--- src/tcce_pkg.sv ---
package tcce_pkg;

	// Default screen geometry
	localparam int DEF_SCREEN_COLS = 80;
	localparam int DEF_SCREEN_ROWS = 25;

	// Control characters and blank cell contents
	localparam logic [7:0] CH_BACKSPACE = 8'd8;
	localparam logic [7:0] CH_NEWLINE   = 8'd10;
	localparam logic [7:0] CH_RETURN    = 8'd13;
	localparam logic [7:0] CH_SPACE     = 8'h20;
	localparam logic [7:0] RESET_ATTR   = 8'h07;

	// Item kinds; the fourth code is ignored
	typedef enum logic [1:0] {
		KIND_PUT   = 2'd0,
		KIND_CLEAR = 2'd1,
		KIND_READ  = 2'd2
	} kind_t;

	typedef struct packed {
		logic [1:0] kind;
		logic [7:0] char_code;
		logic [4:0] read_row;
		logic [6:0] read_col;
	} item_t;

	typedef struct packed {
		logic [4:0] cursor_row;
		logic [6:0] cursor_col;
		logic [7:0] cell_char;
		logic [7:0] cell_attr;
	} res_t;

endpackage

--- src/tcce_ctrl.sv ---
module tcce_ctrl #(
	parameter int SCREEN_COLS = 80,
	parameter int SCREEN_ROWS = 25
) (
	input  logic                                       clk,
	input  logic                                       arst_n,
	input  logic                                       in_take,
	input  tcce_pkg::item_t                            item,
	input  logic [7:0]                                 text_attribute,
	input  logic                                       res_ready,
	output logic                                       busy,
	output logic                                       res_valid,
	output tcce_pkg::res_t                             res,
	output logic                                       mem_we,
	output logic [$clog2(SCREEN_ROWS*SCREEN_COLS)-1:0] mem_waddr,
	output logic [15:0]                                mem_wdata,
	output logic                                       mem_re,
	output logic [$clog2(SCREEN_ROWS*SCREEN_COLS)-1:0] mem_raddr,
	input  logic [15:0]                                mem_rdata
);

	import tcce_pkg::*;

	localparam int CELLS  = SCREEN_ROWS * SCREEN_COLS;
	localparam int ADDR_W = $clog2(CELLS);
	localparam int ROW_W  = $clog2(SCREEN_ROWS);
	localparam int COL_W  = $clog2(SCREEN_COLS);

	localparam logic [ADDR_W-1:0] LAST_CELL   = ADDR_W'(CELLS - 1);
	localparam logic [ADDR_W-1:0] SCROLL_LAST = ADDR_W'((SCREEN_ROWS - 1) * SCREEN_COLS - 1);
	localparam logic [ADDR_W-1:0] ROW_STRIDE  = ADDR_W'(SCREEN_COLS);
	localparam logic [ROW_W-1:0]  LAST_ROW    = ROW_W'(SCREEN_ROWS - 1);
	localparam logic [COL_W-1:0]  LAST_COL    = COL_W'(SCREEN_COLS - 1);

	typedef enum logic [3:0] {
		ST_INIT,
		ST_IDLE,
		ST_DECODE,
		ST_SCR_RD,
		ST_SCR_WR,
		ST_FILL,
		ST_RD_WAIT,
		ST_DONE
	} state_t;

	state_t            state_q;
	item_t             item_q;
	logic [ROW_W-1:0]  cur_row_q;
	logic [COL_W-1:0]  cur_col_q;
	logic [ADDR_W-1:0] cnt_q;
	logic [7:0]        cell_char_q;
	logic [7:0]        cell_attr_q;

	logic [ADDR_W-1:0] cur_addr;
	logic [ADDR_W-1:0] rd_addr;
	logic              rd_in_range;
	logic              is_ctrl_char;
	logic              row_wrap;

	// Cell address of the cursor and of the requested read
	assign cur_addr = ADDR_W'(cur_row_q) * ROW_STRIDE + ADDR_W'(cur_col_q);
	assign rd_addr  = ADDR_W'(item_q.read_row) * ROW_STRIDE + ADDR_W'(item_q.read_col);

	assign rd_in_range = (32'(item_q.read_row) < 32'(SCREEN_ROWS))
		&& (32'(item_q.read_col) < 32'(SCREEN_COLS));
	assign is_ctrl_char = (item_q.char_code == CH_NEWLINE) || (item_q.char_code == CH_RETURN)
		|| (item_q.char_code == CH_BACKSPACE);
	// Newline, or a printable character at the last column, moves to the next row
	assign row_wrap = (item_q.char_code == CH_NEWLINE)
		|| (!is_ctrl_char && (cur_col_q == LAST_COL));

	// Drive the memory ports from the sequencer state
	always_comb begin
		mem_we    = 1'b0;
		mem_waddr = cnt_q;
		mem_wdata = {text_attribute, CH_SPACE};
		mem_re    = 1'b0;
		mem_raddr = cnt_q + ROW_STRIDE;
		unique case (state_q)
			ST_INIT: begin
				mem_we    = 1'b1;
				mem_wdata = {RESET_ATTR, CH_SPACE};
			end
			ST_FILL: begin
				mem_we = 1'b1;
			end
			ST_DECODE: begin
				if (item_q.kind == KIND_PUT) begin
					if (item_q.char_code == CH_BACKSPACE) begin
						mem_we    = (cur_col_q != '0);
						mem_waddr = cur_addr - ADDR_W'(1);
					end else if (!is_ctrl_char) begin
						mem_we    = 1'b1;
						mem_waddr = cur_addr;
						mem_wdata = {text_attribute, item_q.char_code};
					end
				end else if (item_q.kind == KIND_READ) begin
					mem_re    = rd_in_range;
					mem_raddr = rd_addr;
				end
			end
			ST_SCR_RD: begin
				mem_re = 1'b1;
			end
			ST_SCR_WR: begin
				mem_we    = 1'b1;
				mem_wdata = mem_rdata;
			end
			default: begin
			end
		endcase
	end

	// Sequencer, cursor and result fields
	always_ff @(posedge clk or negedge arst_n) begin
		if (!arst_n) begin
			state_q     <= ST_INIT;
			item_q      <= '0;
			cnt_q       <= '0;
			cur_row_q   <= '0;
			cur_col_q   <= '0;
			cell_char_q <= '0;
			cell_attr_q <= '0;
		end else begin
			unique case (state_q)
				ST_INIT: begin
					if (cnt_q == LAST_CELL) begin
						cnt_q   <= '0;
						state_q <= ST_IDLE;
					end else begin
						cnt_q <= cnt_q + ADDR_W'(1);
					end
				end
				ST_IDLE: begin
					if (in_take) begin
						item_q      <= item;
						cell_char_q <= '0;
						cell_attr_q <= '0;
						state_q     <= ST_DECODE;
					end
				end
				ST_DECODE: begin
					state_q <= ST_DONE;
					unique case (item_q.kind)
						KIND_PUT: begin
							if (item_q.char_code == CH_RETURN) begin
								cur_col_q <= '0;
							end else if (item_q.char_code == CH_BACKSPACE) begin
								if (cur_col_q != '0) begin
									cur_col_q <= cur_col_q - COL_W'(1);
								end
							end else if (row_wrap) begin
								cur_col_q <= '0;
								if (cur_row_q == LAST_ROW) begin
									cnt_q   <= '0;
									state_q <= ST_SCR_RD;
								end else begin
									cur_row_q <= cur_row_q + ROW_W'(1);
								end
							end else begin
								cur_col_q <= cur_col_q + COL_W'(1);
							end
						end
						KIND_CLEAR: begin
							cur_row_q <= '0;
							cur_col_q <= '0;
							cnt_q     <= '0;
							state_q   <= ST_FILL;
						end
						KIND_READ: begin
							if (rd_in_range) begin
								state_q <= ST_RD_WAIT;
							end
						end
						default: begin
						end
					endcase
				end
				ST_SCR_RD: begin
					state_q <= ST_SCR_WR;
				end
				ST_SCR_WR: begin
					// Advance the copy; the bottom row follows as a blank fill
					cnt_q <= cnt_q + ADDR_W'(1);
					if (cnt_q == SCROLL_LAST) begin
						state_q <= ST_FILL;
					end else begin
						state_q <= ST_SCR_RD;
					end
				end
				ST_FILL: begin
					if (cnt_q == LAST_CELL) begin
						state_q <= ST_DONE;
					end else begin
						cnt_q <= cnt_q + ADDR_W'(1);
					end
				end
				ST_RD_WAIT: begin
					cell_char_q <= mem_rdata[7:0];
					cell_attr_q <= mem_rdata[15:8];
					state_q     <= ST_DONE;
				end
				ST_DONE: begin
					if (res_ready) begin
						state_q <= ST_IDLE;
					end
				end
				default: begin
					state_q <= ST_IDLE;
				end
			endcase
		end
	end

	assign busy      = (state_q != ST_IDLE);
	assign res_valid = (state_q == ST_DONE);

	always_comb begin
		res.cursor_row = 5'(cur_row_q);
		res.cursor_col = 7'(cur_col_q);
		res.cell_char  = cell_char_q;
		res.cell_attr  = cell_attr_q;
	end

endmodule
--- config.mk ---
export PLATFORM = sky130hd
export DESIGN_NAME = tcce_ctrl
export DESIGN_NICKNAME = d
export VERILOG_FILES = /design/src/tcce_pkg.sv /design/src/tcce_ctrl.sv
export SDC_FILE = /design/constraint.sdc
export NUM_CORES = 1
export LEC_CHECK = 0
export BUFFER_PORTS_ARGS = -buffer_cell sky130_fd_sc_hd__buf_2
export CORE_AREA = 2 2 106 108
export CTS_CLUSTER_SIZE = 20
export DETAILED_ROUTE_END_ITERATION = 10
export DIE_AREA = 0 0 108 110
export GPL_TIMING_DRIVEN = 0
export PLACE_DENSITY = 0.68
export RECOVER_POWER = 25
export SLEW_MARGIN = 20
export SYNTH_ARGS = -nofsm -noshare
export SYNTH_HDL_FRONTEND = slang
export SYNTH_SLANG_ARGS = --single-unit
--- constraint.sdc ---
create_clock -name clk -period 3.2 [get_ports clk]
set_input_delay 0 -clock clk [delete_from_list [all_inputs] [get_ports clk]]
set_output_delay 0 -clock clk [all_outputs]
set_load 0.01 [all_outputs]
# Yosys cells after proc, flatten, opt, wreduce, memory -nomap -nowiden

Index checks and enable logic that the tools add are counted.

Flip-flop bits (word level): 65
Input port bits: 50
Output and inout bits: 70
Word-level logic and storage cells: 124

Add/subtract/negate cells: 8
$mul: 2
$lt $le $gt $ge: 2
Eq/ne operators: 32
Mux-type cells: 51
Reductions and logical operators: 19

Operators with widths:

| cell                                                 | count |
|---|---|
| 2-to-1 mux 11 bit                                    | 13 |
| one-hot mux 16 bit (3 select lines)                  | 1 |
| one-hot mux 11 bit (4 select lines)                  | 1 |
| 2-to-1 mux 8 bit                                     | 4 |
| one-hot mux 4 bit (8 select lines)                   | 1 |
| one-hot mux 8 bit (2 select lines)                   | 2 |
| 2-to-1 mux 7 bit                                     | 4 |
| equality test 8 x 4 -> 1 bit (second input constant) | 3 |
| adder 11 x 7 -> 11 bit                               | 2 |
| equality test 11 bit (second input constant)         | 2 |
| one-hot mux 11 bit (2 select lines)                  | 1 |
| 2-to-1 mux 5 bit                                     | 4 |
| inequality test 2 bit (second input constant)        | 9 |
| equality test 4 x 3 -> 1 bit (second input constant) | 4 |
| 2-to-1 mux 4 bit                                     | 4 |
| 2-to-1 mux 3 bit                                     | 5 |
| multiplier 5 x 3 -> 7 bit (second input constant)    | 2 |
| one-hot mux 7 bit (2 select lines)                   | 1 |
| inequality test 3 bit (second input constant)        | 4 |
| adder 11 x 1 -> 11 bit (second input constant)       | 1 |
| adder 11 x 7 -> 11 bit (second input constant)       | 1 |
| subtractor 11 x 1 -> 11 bit (second input constant)  | 1 |
| one-hot mux 5 bit (2 select lines)                   | 1 |
| one-hot mux 3 bit (3 select lines)                   | 1 |
| 30 further kinds                                     | 42 |

# Logic depth before layout (Yosys ltp)

Gate-level depths: netlist of the first run.

Depth in word-level cells: 11
Depth in mapped cells: 10
Gate-level depth less buffers: 10

# Worst setup path after synthesis of the first run

Ideal clock, no wire load.

Kind: reg-to-output
Start: register cur_row_q[1]
End: output mem_waddr[10]
Data arrival time: 2484 ps
Required time: 3200 ps
Slack: 716 ps
Cell stages (with the launch flop): 11
Path buffers: 0
Path through: dfrtp_1 -> ha_1 -> ha_1 -> inv_1 -> fa_1 -> nand2b_1 -> a211oi_1 -> xnor2_1 -> xnor2_1 -> a211o_1 -> nand3_1

Word-level cells in the longest chain between the ends: 6
Elaborated cells between the ends (all ways): 7
Those cells by class: 2 x add/sub; 1 x mul; 4 x mux

RTL lines:

| item                                                             | RTL line                         | text |
|---|---|---|
| from (decl)                                                      | tcce_ctrl.sv:48                  | `logic [ROW_W-1:0] cur_row_q;` |
| from (signal assigned)                                           | tcce_ctrl.sv:158                 | `cur_row_q <= cur_row_q + ROW_W'(1);` |
| multiplier 5 x 3 -> 7 bit *                                      | tcce_ctrl.sv:61                  | `assign cur_addr = ADDR_W'(cur_row_q) * ROW_STRIDE + ADDR_W'(cur_col_q);` |
| adder 11 x 7 -> 11 bit *                                         | tcce_ctrl.sv:61                  |  |
| subtractor 11 x 1 -> 11 bit or 2-to-1 mux 11 bit (tied branches) | tcce_ctrl.sv:91, tcce_ctrl.sv:92 |  |
| 2-to-1 mux 11 bit *                                              | tcce_ctrl.sv:89                  | `if (item_q.char_code == CH_BACKSPACE) begin` |
| 2-to-1 mux 11 bit *                                              | tcce_ctrl.sv:88                  | `if (item_q.kind == KIND_PUT) begin` |
| 2-to-1 mux 11 bit *                                              | tcce_ctrl.sv:79                  | `unique case (state_q)` |
| to (decl)                                                        | tcce_ctrl.sv:15                  | `output logic [$clog2(SCREEN_ROWS*SCREEN_COLS)-1:0] mem_waddr,` |

Mark *: on every way between the ends. The rest lies on a longest branch, timed or not.

# Worst setup path after layout of the first run

Same ends and word-level chain as after synthesis.

==> results of run 1 <==
==> synthesized netlist by cell type (all sizes together) (5+ instances only) <==
| cell | count |
|---|---|
| nor2 | 33 |
| nor3 | 9 |
| clkbuf | 26 |
| xor2 | 9 |
| or3 | 7 |
| dfrtp | 64 |
| ha | 29 |
| a21o | 5 |
| nand4 | 5 |
| nor2b | 7 |
| a211oi | 7 |
| nand2 | 86 |
| inv | 26 |
| a31oi | 12 |
| a21oi | 30 |
| o21ai | 58 |
| a22o | 9 |
| nand2b | 8 |
| o31ai | 6 |
| and3 | 10 |
| mux2 | 22 |
| nand3 | 13 |
| xnor2 | 11 |
==> layer usage <==
metal  routed length, microns  part of all wire, %  up-vias  global-route usage [%]
met3                      989                  6.8       53                    5.06
met5                        0                    0        -                       0
li1                         -                    -     2341                       -
met1                     6120                   42     2364                    31.4
met4                      529                  3.6        0                    13.1
met2                     6930                   48      225                    41.3
==> state kept, by name, indices dropped and copies added, names as in the netlist <==
name	cells
cell_attr_q	8
cur_row_q	5
cell_char_q	8
cnt_q	11
item_q	22
cur_col_q	7
state_q	3
==> how the worst min path moves through the flow <==
stage,cells past startpoint,endpoint,slack [ns]
2_1_floorplan,0,cell_attr_q[0]$_DFFE_PN0P_,-0.30
3_3_place_gp,3,item_q[21]$_DFFE_PN0P_,0.21
3_5_place_dp,1,cur_col_q[5]$_DFFE_PN0P_,-0.05
4_1_cts,2,cur_col_q[5]$_DFFE_PN0P_,0.12
5_1_grt,4,mem_wdata[12],0.33
6_report,4,mem_wdata[12],0.30
==> cells by family (layout without fill, tap and decap cells) <==
kind of cell    after synthesis  in the layout  synth area share, %
simple gates                195            195                 20.4
compound gates              162            162                 21.8
flops                        64             64                 34.1
buf+inv                      55            232                 4.45
fa+ha+maj                    33             33                 9.43
mux                          26             26                 6.12
xor+xnor                     20             20                 3.73
==> power by group <==
| part | switching (mW) | leakage, nW | internal (mW) | total [mW] |
|---|---|---|---|---|
| Sequential | 0.325 | 0.796 | 1.12 | 1.44 |
| Combinational | 1.64 | 2.00 | 1.15 | 2.80 |
| Clock | 0.336 | 0.119 | 0.480 | 0.816 |
| Total | 2.31 | 2.92 | 2.75 | 5.05 |
==> worst register-to-register path, delay by kind of cell (launching register included) <==
kind            cells  cell delay (ns)
simple gates        3             0.96
compound gates      3             0.86
flops               1             0.41
fa+ha+maj           1             0.25
buf+inv             1             0.18
==> final cells by class <==
cell class / instances / area, sq um / share of cell area, %
multi-input cells: 436 / 2910 / 47.4
flip-flops and latches: 64 / 1610 / 26.2
repair buffers: 161 / 1010 / 16.5
well taps: 140 / 175 / 2.85
clock buffers: 11 / 151 / 2.47
plain buffers: 29 / 111 / 1.81
inverters: 26 / 97.6 / 1.59
clock inverters: 5 / 78.8 / 1.28
==> what timing repair did <==
item                                    CTS  global route
hold endpoints to repair                104             0
endpoints found under the setup margin    0             3
buffers inserted                          0             0
hold buffers                             41             0
gates resized for setup                   0             7
==> qor.txt, run 1 <==
Die width = 108 microns
Mapped Area = 4700 sq um
Post-route design area = 6140 sq um
Placed insts = 815
Hold path start = text_attribute[4]
Cell row count = 38
WL final = 14.6 mm
Yosys warning count = 0
Root buf cell = clkbuf_8
Fin. Hold Viols = 0
Critical-path maximum fanout = 7
R2R setup slack = 0.39 ns
Clock transition at the registers of the reported paths = 0.07 ns
Min cycle time layout = 3.09 ns
Max_slew headroom = -0.119%
HPWL after DPL = 10.4 mm
Post-synth cell types = 61
Seq/Total Area, Yosys = 34.1%
P&R area growth vs syn = 30.6%
CP max stage cell = dfrtp_2
Fill cells = 988
Routed length per instance = 16.7 microns
Commonest non-fill, non-tap cell in the layout = buf_2
Final Skew = 0.00949 ns
Worst r2r dst = cur_col_q[3]$_DFFE_PN0P_
Fin. max-slew vios = 28
Die height = 110 microns
Via Count = 4983
Hold slack = 0.303 ns
Syn Inst Count = 555
Commonest non-fill, non-tap cells in the layout = buf_2 (120), nand2_1 (86), dfrtp_1 (60)
Vias in the first global route = 4852
Final setup fails = 0
GRT Overall Usage = 25.1%
IO Port Bufs = 119
Max_cap viols = 1
Status = finished, violations left
CORE AREA = 10700 sq um
Worst path depth = 11
1st-iter DRT viols = 349
PnR Total Power = 5.05 mW
Post-synth top area share = 34.1%
Top Family by Delay on Critical Path = adder cells
Leakage power = 2.92 nW
Slowest Stage Delay on Critical Path = 0.48 ns
Remaining antenna violation count = 0
Worst Path Required = 3.20 ns
Initial Util = 43.9%
CTS tree = built
Synth area leader = dfrtp_1
Worst Setup Start Kind = flip-flop
Yosys reg bits = 64
Setup CP Type = flip-flop to output port
Non-filler cells, final = 872
Post-Syn Nets = 638
Total CTS buffers = 9
Maximum vdd ir drop = 0.529 mV
Slew @ Worst Pin = 1.50 ns
DRT Pass-1 Iters = 6
Avg Cell Area, Syn = 8.47 sq um
Failing checks = capacitance limit, slew limit
Final setup margin = 0.106 ns
Global-route wire length before repair = 23.4 mm
Num Clock Sinks = 64
Reg2reg path depth = 8
Fin crit share = 96.7%
Total gr overflow = 0
Initial antenna violation count = 0
Clk buf depth = 2
Setup crit end kind = output port
Post-synth ARST share = 100%
Setup_tns = 0 ns
Vias per inst = 5.71
Residual DRC count = 0
Synth top area cells = dfrtp_1 (34%), ha_1 (7.7%), nand2_1 (6.9%), o21ai_0 (6.0%), mux2_2 (5.3%)
Synth Flop Type = dfrtp_1
Critical path destination = mem_waddr[10]
Routability Congestion = 0.916
Nets = 810
Ant. Diodes = 0
Post-synth EDFFs = 0
Data arrival time of the critical path = 3.09 ns
Clk_lat worst skew = 0.37 ns
CTS H-tree depth = 3
Layout cells sized above 1 = 23.9%
Die area = 11900 sq um
Cell Chain, Critical Path = ha_1, ha_1, inv_1, fa_1, nand2b_1, a211oi_2, xnor2_1, xnor2_1, a211o_1, nand3_1, buf_2
Pwr/cell area = 823 nW/um^2
Pre-CTS setup slack = 0.418 ns
Final Util = 57.4%
Fmax = 323 MHz
FF-to-FF Start = cur_col_q[0]$_DFFE_PN0P_
CP bufs+invs = 2
Largest net degree at the start of global routing = 38
RSZ-0062 raised after global routing = false
Ports = 120
DP Area = 5490 sq um
Crit. Startpoint = cur_row_q[1]$_DFFE_PN0P_
Hold crit path type = input port to output port
(Power assumes the default switching activity.)
==> run 2, diff against run 1 <==
--- a/config.mk
+++ b/config.mk
@@ -6,13 +6,13 @@
 export NUM_CORES = 1
 export LEC_CHECK = 0
 export BUFFER_PORTS_ARGS = -buffer_cell sky130_fd_sc_hd__buf_2
-export CORE_AREA = 2 2 106 108
+export CORE_AREA = 2 2 101 113
 export CTS_CLUSTER_SIZE = 20
 export DETAILED_ROUTE_END_ITERATION = 10
-export DIE_AREA = 0 0 108 110
+export DIE_AREA = 0 0 103 115
 export GPL_TIMING_DRIVEN = 0
 export PLACE_DENSITY = 0.68
-export RECOVER_POWER = 25
+export RECOVER_POWER = 50
 export SLEW_MARGIN = 20
 export SYNTH_ARGS = -nofsm -noshare
 export SYNTH_HDL_FRONTEND = slang
==> run 2 against run 1 <==
Net effect:
- the run now ends clean
- clock-buffer cell count unchanged
- via count shrank 2.4%
- hold slack worse by 0.26 ns
- cell count increased by 0.69%
- setup slack hardly changed
- critical path depth unchanged
- sequential cell count unchanged
- die area is 0.29% lower
- fmax is essentially flat
- routed wire length is 1.2% lower
- total power is 7.3% higher
- first-iteration DRC count decreased by 6.9%
- critical endpoint unchanged
- largest power group unchanged
==> qor.txt, run 2 (synthesis gave the netlist of run 1 again) <==
Critical-path maximum fanout = 7 (unchanged)
Clk_lat worst skew = 0.35 ns (-0.02 ns)
P&R area growth vs syn = 32.5%
Fin. max-slew vios = 0 (-100%)
Clk buf depth = 2 (unchanged)
Hold depth = 3 (-1)
Residual DRC count = 0 (unchanged)
Via Count = 4862 (-2.4%)
Ports = 120 (unchanged)
Remaining antenna violation count = 0 (unchanged)
Layout cells sized above 1 = 19.4% (-4.5 points)
Initial Util = 43.9% (-0.051 points)
Routed length per instance = 16.4 microns (-1.9%)
Pwr/cell area = 871 nW/um^2 (+5.7%)
Largest net degree at the start of global routing = 47 (+24%)
Hold slack = 0.0408 ns (-0.262 ns)
Die area = 11800 sq um (-0.29%)
CP max stage cell = dfrtp_2
RSZ-0062 raised after global routing = false
Setup CP Type = flip-flop to output port
Cell row count = 40 (+5.3%)
Global-route wire length before repair = 23.2 mm (-1.0%)
Largest reg by FF count = item_q
Worst Path Required = 3.20 ns (about the same)
Min cycle time layout = 3.09 ns (-0.0000910 ns)
Fin. Hold Viols = 0 (unchanged)
CTS H-tree depth = 3 (unchanged)
Cell Chain, Critical Path = ha_1, ha_1, inv_1, fa_1, nand2b_1, nor3_2, xnor2_2, nor2_1, a211o_1, nand3_1, buf_2
Slowest Stage Delay on Critical Path = 0.46 ns (-0.02 ns)
Fin crit share = 96.7% (about the same)
Max_slew headroom = 23.4% (+24 points)
Clock transition at the registers of the reported paths = 0.06 ns (about the same)
Reg2reg path depth = 8 (unchanged)
Data arrival time of the critical path = 3.09 ns (about the same)
Final Skew = 0.0153 ns (+0.00585 ns)
WL final = 14.4 mm (-1.2%)
Root buf cell = clkbuf_16
HPWL after DPL = 10.2 mm (-2.0%)
IO Port Bufs = 119 (unchanged)
Hold crit path type = input port to flip-flop
Maximum vdd ir drop = 0.485 mV (-8.2%)
Worst Setup Start Kind = flip-flop
Nets = 809 (-0.12%)
Die height = 115 microns (+4.5%)
DRT Pass-1 Iters = 5 (-1)
1st-iter DRT viols = 325 (-6.9%)
Setup_tns = 0 ns (unchanged)
Total CTS buffers = 9 (unchanged)
Leakage power = 2.85 nW (-2.1%)
Cell mode on critical path = ha_1
Die width = 103 microns (-4.6%)
Setup crit end kind = output port
Routability Congestion = 0.900 (-1.7%)
Num Clock Sinks = 64 (unchanged)
Max_cap viols = 0 (-1)
Ant. Diodes = 0 (unchanged)
CTS tree = built
Initial antenna violation count = 0 (unchanged)
Commonest non-fill, non-tap cell in the layout = buf_2
Total gr overflow = 0 (unchanged)
Post-CTS Setup Bufs = 0 (unchanged)
Vias per inst = 5.54 (-3.1%)
Vias in the first global route = 4798 (-1.1%)
Largest registers = item_q: 22 flops, cnt_q: 11 flops
GRT Overall Usage = 24.9% (-0.28 points)
CORE AREA = 10700 sq um (+0.12%)
Slew @ Worst Pin = 1.15 ns (-0.353 ns)
Commonest non-fill, non-tap cells in the layout = buf_2 (89), nand2_1 (86), clkbuf_1 (60), dfrtp_1 (60), o21ai_0 (56)
Max reg flops = 22 (unchanged)
Fmax = 323 MHz (about the same)
Final setup fails = 0 (unchanged)
Status = finished, final reports clean
## run 2: changes by cell type in the layout (fill, tap and decap cells not counted), sizes merged
cell         previous run  this run
buf                   121        90
clkinv                  3         1
dlygate4sd3            41        40
bufinv                  2         4
clkbuf                 39        70
## run 2: power by group
part / switching (mW) / internal, mW
clock network: 0.376 / 0.842
logic: 1.65 / 1.12
registers: 0.321 / 1.12
## run 2: per-layer routing
| layer | GRT usage (%) | up-vias | wire length, microns |
|---|---|---|---|
| met5 | 0 | - | 0 |
| met4 | 10.9 | 0 | 404 |
| met3 | 3.47 | 30 | 750 |
| met2 | 41.6 | 189 | 7000 |
| met1 | 31.9 | 2302 | 6230 |
| li1 | - | 2341 | - |
## run 2: cell type report
type / instances / area [sq um]
timing repair buffer: 160 / 961
fill: 991 / 4480
buffer: 29 / 111
inverter: 26 / 97.6
multi-input combinational: 436 / 2910
clock inverter: 5 / 129
clock buffer: 11 / 233
sequential: 64 / 1610
tap: 147 / 184
## run 2: through the flow
| step | cells | total power [mW] | instance area, sq um | utilization (%) | setup WS, ns |
|---|---|---|---|---|---|
| 2_1_floorplan | 555 | 3.24 | 4700 | - | 0.716 |
| 3_3_place_gp | 821 | 4.05 | 5480 | 51.2 | 0.473 |
| 3_5_place_dp | 822 | 4.13 | 5510 | 51.4 | 0.434 |
| 4_1_cts | 878 | 5.41 | 6270 | 58.6 | 0.0432 |
| 5_1_grt | 878 | 5.82 | 6230 | 58.2 | 0.00292 |
| 6_report | 878 | 5.42 | 6230 | 58.2 | 0.106 |
## run 2: critical path: cells and delay by family (launching register included)
family                     cells  cell delay [ns]
and+or+nand+nor                4             0.63
DFF                            1             0.46
adders and majority gates      3             0.98
xor gates and xnor gates       1             0.17
buffers and inverters          2             0.21
AOI/OAI and AO/OA              1             0.31
## run 2: final timing paths
check / startpoint / end / slack, ns
worst max-delay path: cur_row_q[1]$_DFFE_PN0P_ / mem_waddr[10] / 0.11
worst min-delay path: in_take / state_q[2]$_DFFE_PN0P_ / 0.04
worst max register to register: cur_col_q[0]$_DFFE_PN0P_ / cur_col_q[4]$_DFFE_PN0P_ / 0.39
worst min register to register: item_q[2]$_DFFE_PN0P_ / item_q[2]$_DFFE_PN0P_ / 0.50
max in group asynchronous: arst_n / cur_row_q[3]$_DFFE_PN0P_ / 1.03
min in group asynchronous: arst_n / cell_char_q[2]$_DFFE_PN0P_ / 0.38
## run 2: timing repair
item                                   CTS  global route
setup endpoints to repair                0             3
hold buffers                            40             0
endpoints found under the hold margin  103             0
gates resized for setup                  0             7
